**config.mk**
```make
export PLATFORM = sky130hd
export DESIGN_NAME = bts_idf
export DESIGN_NICKNAME = d
export VERILOG_FILES = /design/src/rtl/bts_pkg.sv /design/src/rtl/bts_idf.sv
export SDC_FILE = /design/constraint.sdc
export NUM_CORES = 2
export LEC_CHECK = 0
export ABC_AREA = 1
export CORE_MARGIN = 8
export CORE_UTILIZATION = 65
export CTS_CLUSTER_SIZE = 40
export DETAILED_ROUTE_END_ITERATION = 10
export DONT_BUFFER_PORTS = 1
export PLACE_DENSITY = 0.86
export SKIP_CTS_REPAIR_TIMING = 1
export SLEW_MARGIN = 30
export SYNTH_ARGS = -nofsm -noshare
export SYNTH_HDL_FRONTEND = slang
export SYNTH_SLANG_ARGS = --single-unit
```
**constraint.sdc**
```tcl
create_clock -name clk_i -period 20.1 [get_ports clk_i]
set_input_delay 4.02 -clock clk_i [delete_from_list [all_inputs] [get_ports clk_i]]
set_output_delay 4.02 -clock clk_i [all_outputs]
set_load 0.02 [all_outputs]
```
**src/rtl/bts_pkg.sv**
```systemverilog
// shared types, constants and the length decode table of the bm25 term scorer
`timescale 1ns / 1ps

package bts_pkg;

  // configuration register indexes
  localparam logic [1:0] CFG_DOCS_IN_FIELD  = 2'd0;
  localparam logic [1:0] CFG_DOCS_WITH_TERM = 2'd1;
  localparam logic [1:0] CFG_TOTAL_TERMS    = 2'd2;

  // round(ln2 * 2^32)
  localparam logic [31:0] LN2_Q32 = 32'd2977044472;

  localparam int unsigned IDF_W = 38;  // idf in q.32
  localparam int unsigned DEN_W = 99;  // widest divisor

  typedef enum logic [2:0] {
    IDF_LOAD,
    IDF_NORM,
    IDF_SQR,
    IDF_MUL_LO,
    IDF_MUL_HI,
    IDF_READY
  } idf_state_e;

  // norm byte to document length
  function automatic logic [31:0] length_rom(input logic [7:0] idx);
    logic [7:0]  j;
    logic [4:0]  sh;
    logic [31:0] mant;
    j    = idx - 8'd24;
    sh   = 5'(j[7:3] - 5'd1);
    mant = {28'd0, 1'b1, j[2:0]};
    if (idx < 8'd24) begin
      return {24'd0, idx};
    end else if (j < 8'd8) begin
      return 32'd24 + {29'd0, j[2:0]};
    end else begin
      return 32'd24 + (mant << sh);
    end
  endfunction

endpackage

```
**src/rtl/bts_idf.sv**
```systemverilog
// idf unit: iterative log2 of both document counts, then scaling by ln2
`timescale 1ns / 1ps

module bts_idf (
  input  logic                      clk_i,
  input  logic                      rst_ni,
  input  logic                      start_i,
  input  logic [30:0]               docs_i,
  input  logic [30:0]               term_docs_i,
  output logic [bts_pkg::IDF_W-1:0] idf_o,
  output logic                      busy_o
);

  bts_pkg::idf_state_e state_q, state_d;
  logic                      sel_q, sel_d;
  logic [32:0]               w_q, w_d;
  logic [5:0]                e_q, e_d;
  logic [31:0]               m_q, m_d;
  logic [31:0]               frac_q, frac_d;
  logic [4:0]                cnt_q, cnt_d;
  logic [bts_pkg::IDF_W-1:0] la_q, la_d;
  logic [bts_pkg::IDF_W-1:0] d_q, d_d;
  logic [63:0]               acc_q, acc_d;
  logic [bts_pkg::IDF_W-1:0] idf_q, idf_d;

  logic [63:0]               sq;
  logic [32:0]               m2;
  logic [31:0]               frac_n;
  logic [bts_pkg::IDF_W-1:0] log_n;
  logic [69:0]               prod;

  always_comb begin
    state_d = state_q;
    sel_d   = sel_q;
    w_d     = w_q;
    e_d     = e_q;
    m_d     = m_q;
    frac_d  = frac_q;
    cnt_d   = cnt_q;
    la_d    = la_q;
    d_d     = d_q;
    acc_d   = acc_q;
    idf_d   = idf_q;
    sq      = 64'(m_q) * 64'(m_q);
    m2      = sq[63:31];
    frac_n  = {frac_q[30:0], m2[32]};
    log_n   = {e_q, frac_n};
    prod    = 70'(acc_q) + ((70'(d_q[37:32]) * 70'(bts_pkg::LN2_Q32)) << 32);
    case (state_q)
      bts_pkg::IDF_LOAD: begin
        w_d     = sel_q ? (33'({term_docs_i, 1'b0}) + 33'd1)
                        : (33'({docs_i, 1'b0}) + 33'd2);
        e_d     = 6'd32;
        state_d = bts_pkg::IDF_NORM;
      end
      bts_pkg::IDF_NORM: begin
        if (w_q[32]) begin
          m_d     = w_q[32:1];
          cnt_d   = 5'd0;
          frac_d  = 32'd0;
          state_d = bts_pkg::IDF_SQR;
        end else begin
          w_d = w_q << 1;
          e_d = e_q - 6'd1;
        end
      end
      bts_pkg::IDF_SQR: begin
        // one squaring per cycle gives one fraction bit
        m_d    = m2[32] ? m2[32:1] : m2[31:0];
        frac_d = frac_n;
        cnt_d  = cnt_q + 5'd1;
        if (cnt_q == 5'd31) begin
          if (!sel_q) begin
            la_d    = log_n;
            sel_d   = 1'b1;
            state_d = bts_pkg::IDF_LOAD;
          end else begin
            d_d     = (la_q > log_n) ? (la_q - log_n) : '0;
            state_d = bts_pkg::IDF_MUL_LO;
          end
        end
      end
      bts_pkg::IDF_MUL_LO: begin
        acc_d   = 64'(d_q[31:0]) * 64'(bts_pkg::LN2_Q32);
        state_d = bts_pkg::IDF_MUL_HI;
      end
      bts_pkg::IDF_MUL_HI: begin
        idf_d   = prod[69:32];
        state_d = bts_pkg::IDF_READY;
      end
      bts_pkg::IDF_READY: begin
      end
      default: begin
        state_d = bts_pkg::IDF_LOAD;
      end
    endcase
    if (start_i) begin
      state_d = bts_pkg::IDF_LOAD;
      sel_d   = 1'b0;
    end
  end

  always_ff @(posedge clk_i or negedge rst_ni) begin
    if (!rst_ni) begin
      state_q <= bts_pkg::IDF_LOAD;
      sel_q   <= 1'b0;
      cnt_q   <= 5'd0;
    end else begin
      state_q <= state_d;
      sel_q   <= sel_d;
      cnt_q   <= cnt_d;
    end
  end

  always_ff @(posedge clk_i) begin
    w_q    <= w_d;
    e_q    <= e_d;
    m_q    <= m_d;
    frac_q <= frac_d;
    la_q   <= la_d;
    d_q    <= d_d;
    acc_q  <= acc_d;
    idf_q  <= idf_d;
  end

  assign idf_o  = idf_q;
  assign busy_o = (state_q != bts_pkg::IDF_READY);

endmodule

```
==> results.md <==
- Status: finished clean
- Vias: just over 50000
- Max clock buf depth: 3
- CP delay by family, top: adder cells
- TritonRoute pass-1 iters: 8
- Count of different cell masters after synthesis: 53
- Worst slew pin tran: between 0.9 and 1 ns
- Fmax: between 0.1 and 0.15 GHz
- Final Util: around two thirds
- First-pass GRT wire length: around 300000 µm
- TritonCTS buffer count: 36
- Clock slew at reported path FFs: around 0.060 ns
- Final WL: 188000 µm
- Hold WC Path Type: reg -> reg
- Root Buffer: clkbuf_16
- Final count of hold timing violations: 0
- Core footprint: approximately 100000 µm²
- Cell with the largest stage delay on the worst path: fa_1
- Ys flop type: edfxtp_1
- Clock latency at the later pin of the worst-skew pair: ~0.62 ns
- Seq cells post-synth: between 200 and 300
- Buf+Inv Stages, Crit Path: 8
- CP Data Arrival Time: 10.27 ns
- Die Wd: between 300 and 400 µm
- Unrepaired setup endpoints after global routing: false
- Crit-path max FO: 33
- Dpl hpwl: approximately 160000 µm
- Largest cells by area after synthesis: fa_1, ha_1, inv_1, edfxtp_1, nand2_1
- Largest net degree at the start of global routing: about 70
- Antenna violations before repair: 3
- Synth top cells by count: inv_1, nand2_1, fa_1, ha_1, nor2_1
- Critical path class: reg -> reg
- FP Rows: approximately 120
- Crit path largest cell delay: around 0.57 ns
- Fillers: between 8000 and 9000
- Maxcap violations: 0
- TritonCTS clock tree: done
- Most common cell in the netlist: inv_1
- Fin crit share: 49.5%
- Share of cells above drive strength 1: ~2.6%
- Post-Syn Area per Cell: a little over 8 µm²
- Yosys top cell area share: a little over a third
- Worst slew margin: 38.5%
- Mapped Cells: between 8000 and 9000
- GRT Total Usage: between 30% and 40%
- Hold path cells: 0
- WP depth: 38
- Slew Limit Fails: 0
- Nets: roughly 10000
- Crit start category: flop
- Die ar.: between 100000 and 150000 µm²
- Clk sink count: between 200 and 300
- RD Place Congestion: a little over 1
- EDFF count, synth: between 200 and 250
- Most frequent cell on the critical path: fa_1
- Remaining routing DRC violations: 0
- Remaining Overflow, GRT: 0
- Initial Util: 65.6%
- Post-synthesis sequential area ratio: 11.7%
- Layout Area Growth over Synthesis: 4.05%
- Antenna violation net count after detailed routing: 0
- Critical Path RT: between 20 and 25 ns
- Minimum clock period: between 9 and 10 ns
- Async SR Flop Fraction: between 3 and 4%
- CP Capture Type: flop
- # IOs: about 100
- Final setup vio count: 0
- Worst-case clock skew: between 0.04 and 0.05 ns
- Drt via density: 5.57
- Cell taking the most area after synthesis: fa_1
- Die Y: around 330 µm
- Vias in the first global route: 55900
- Yosys warns: 0
- Synthesized Nets: just over 10000
- R2R depth: 38
- Mapped Area: around 66000 µm²
- Wirelength per Cell: 20.1 µm
- Final setup TNS: 0 ns
- Drt first-iter violations: ~4700
- CTS H-Tree Depth: 2
- Port Buf Inserts: 0
-- path summary, 6_finish.rpt --
kind	start	slack, ns	to
max reg2reg	m_q[15]	10.16	d_q[36]
min in group asynchronous	rst_ni	3.10	state_q[0]
min	acc_q[34]	0.42	idf_o[2]
max in group asynchronous	rst_ni	16.93	state_q[1]
min reg2reg	acc_q[34]	0.42	idf_o[2]
max	m_q[15]	10.16	d_q[36]
-- layer usage --
layer / vias to the layer above / track usage [%] / wire length [µm]
met3: 494 / 7.14 / 17800
met2: 2365 / 55.7 / 86700
met1: 25300 / 46.0 / 76000
met4: 2 / 12.4 / 7500
met5: - / 0 / 20
li1: 23800 / - / -
-- registers in the layout (all words and copies together) (netlist names), 6 cells and up --
signal / count
idf_o: 38
m_q: 32
w_q: 33
la_q: 38
d_q: 38
frac_q: 31
e_q: 6
acc_q: 32
-- stage by stage --
step           hold WS (ns)  area [µm²]  cells  setup WS, ns
4_1_cts               0.418       68300   9335         10.23
3_3_place_gp          0.402       67100   9267         10.47
6_report              0.418       68400   9338         10.16
2_1_floorplan         0.400       65700   8064         11.64
5_1_grt               0.424       68400   9337          9.60
3_5_place_dp          0.408       67200   9270         10.31
-- cells by family after synthesis --
kind of cell,synth area share [%]
AO/OA/AOI/OAI,4.99
adder cells (fa/ha/maj),50.6
XOR/XNOR,1.87
flip-flops,11.7
buffers and inverters,14.8
AND/OR/NAND/NOR,16.1
-- cell usage in the layout, fill, tap and decap left out, types with 6 or more instances in the layout --
cell type / instances
clkinvlp_4: 7
ha_1: 751
o21ai_0: 145
and2_1: 7
xnor2_1: 45
a21oi_1: 275
nand3b_1: 10
a21o_1: 25
nand4_1: 39
nand3_1: 254
buf_4: 43
nand2_1: 1684
nand3_2: 18
inv_1: 2429
nor2_1: 419
dfrtp_1: 9
nor2_2: 27
or2_2: 20
xor2_1: 95
nor3_1: 50
nor4_1: 17
nand2_2: 12
nor2_4: 6
o21a_1: 15
o211ai_1: 14
o21bai_1: 35
a21boi_0: 7
fa_1: 1190
clkbuf_16: 36
a31oi_1: 34
edfxtp_1: 248
-- area by class of cell --
class	count	area, µm²	share of cell area (%)
multi-input combinational	5237	48400	70.7
tap	1298	1620	2.38
sequential	257	7670	11.2
antenna	1	2.50	0.00366
inverter	2432	9130	13.4
clock buffer	44	961	1.41
clock inverter	21	189	0.276
timing repair buffer	48	432	0.631
-- worst reg2reg max path, delay by kind of cell, from the launching register on --
kind | cells | cell delay (ns)
flops | 1 | 0.32
buf+inv | 8 | 1.28
compound gates | 4 | 0.70
simple gates | 15 | 2.39
fa+ha+maj | 11 | 4.99
Power is left out: the tool's default activity adds up to more than one toggle a clock period on the data nets, which glitch-free logic cannot reach.
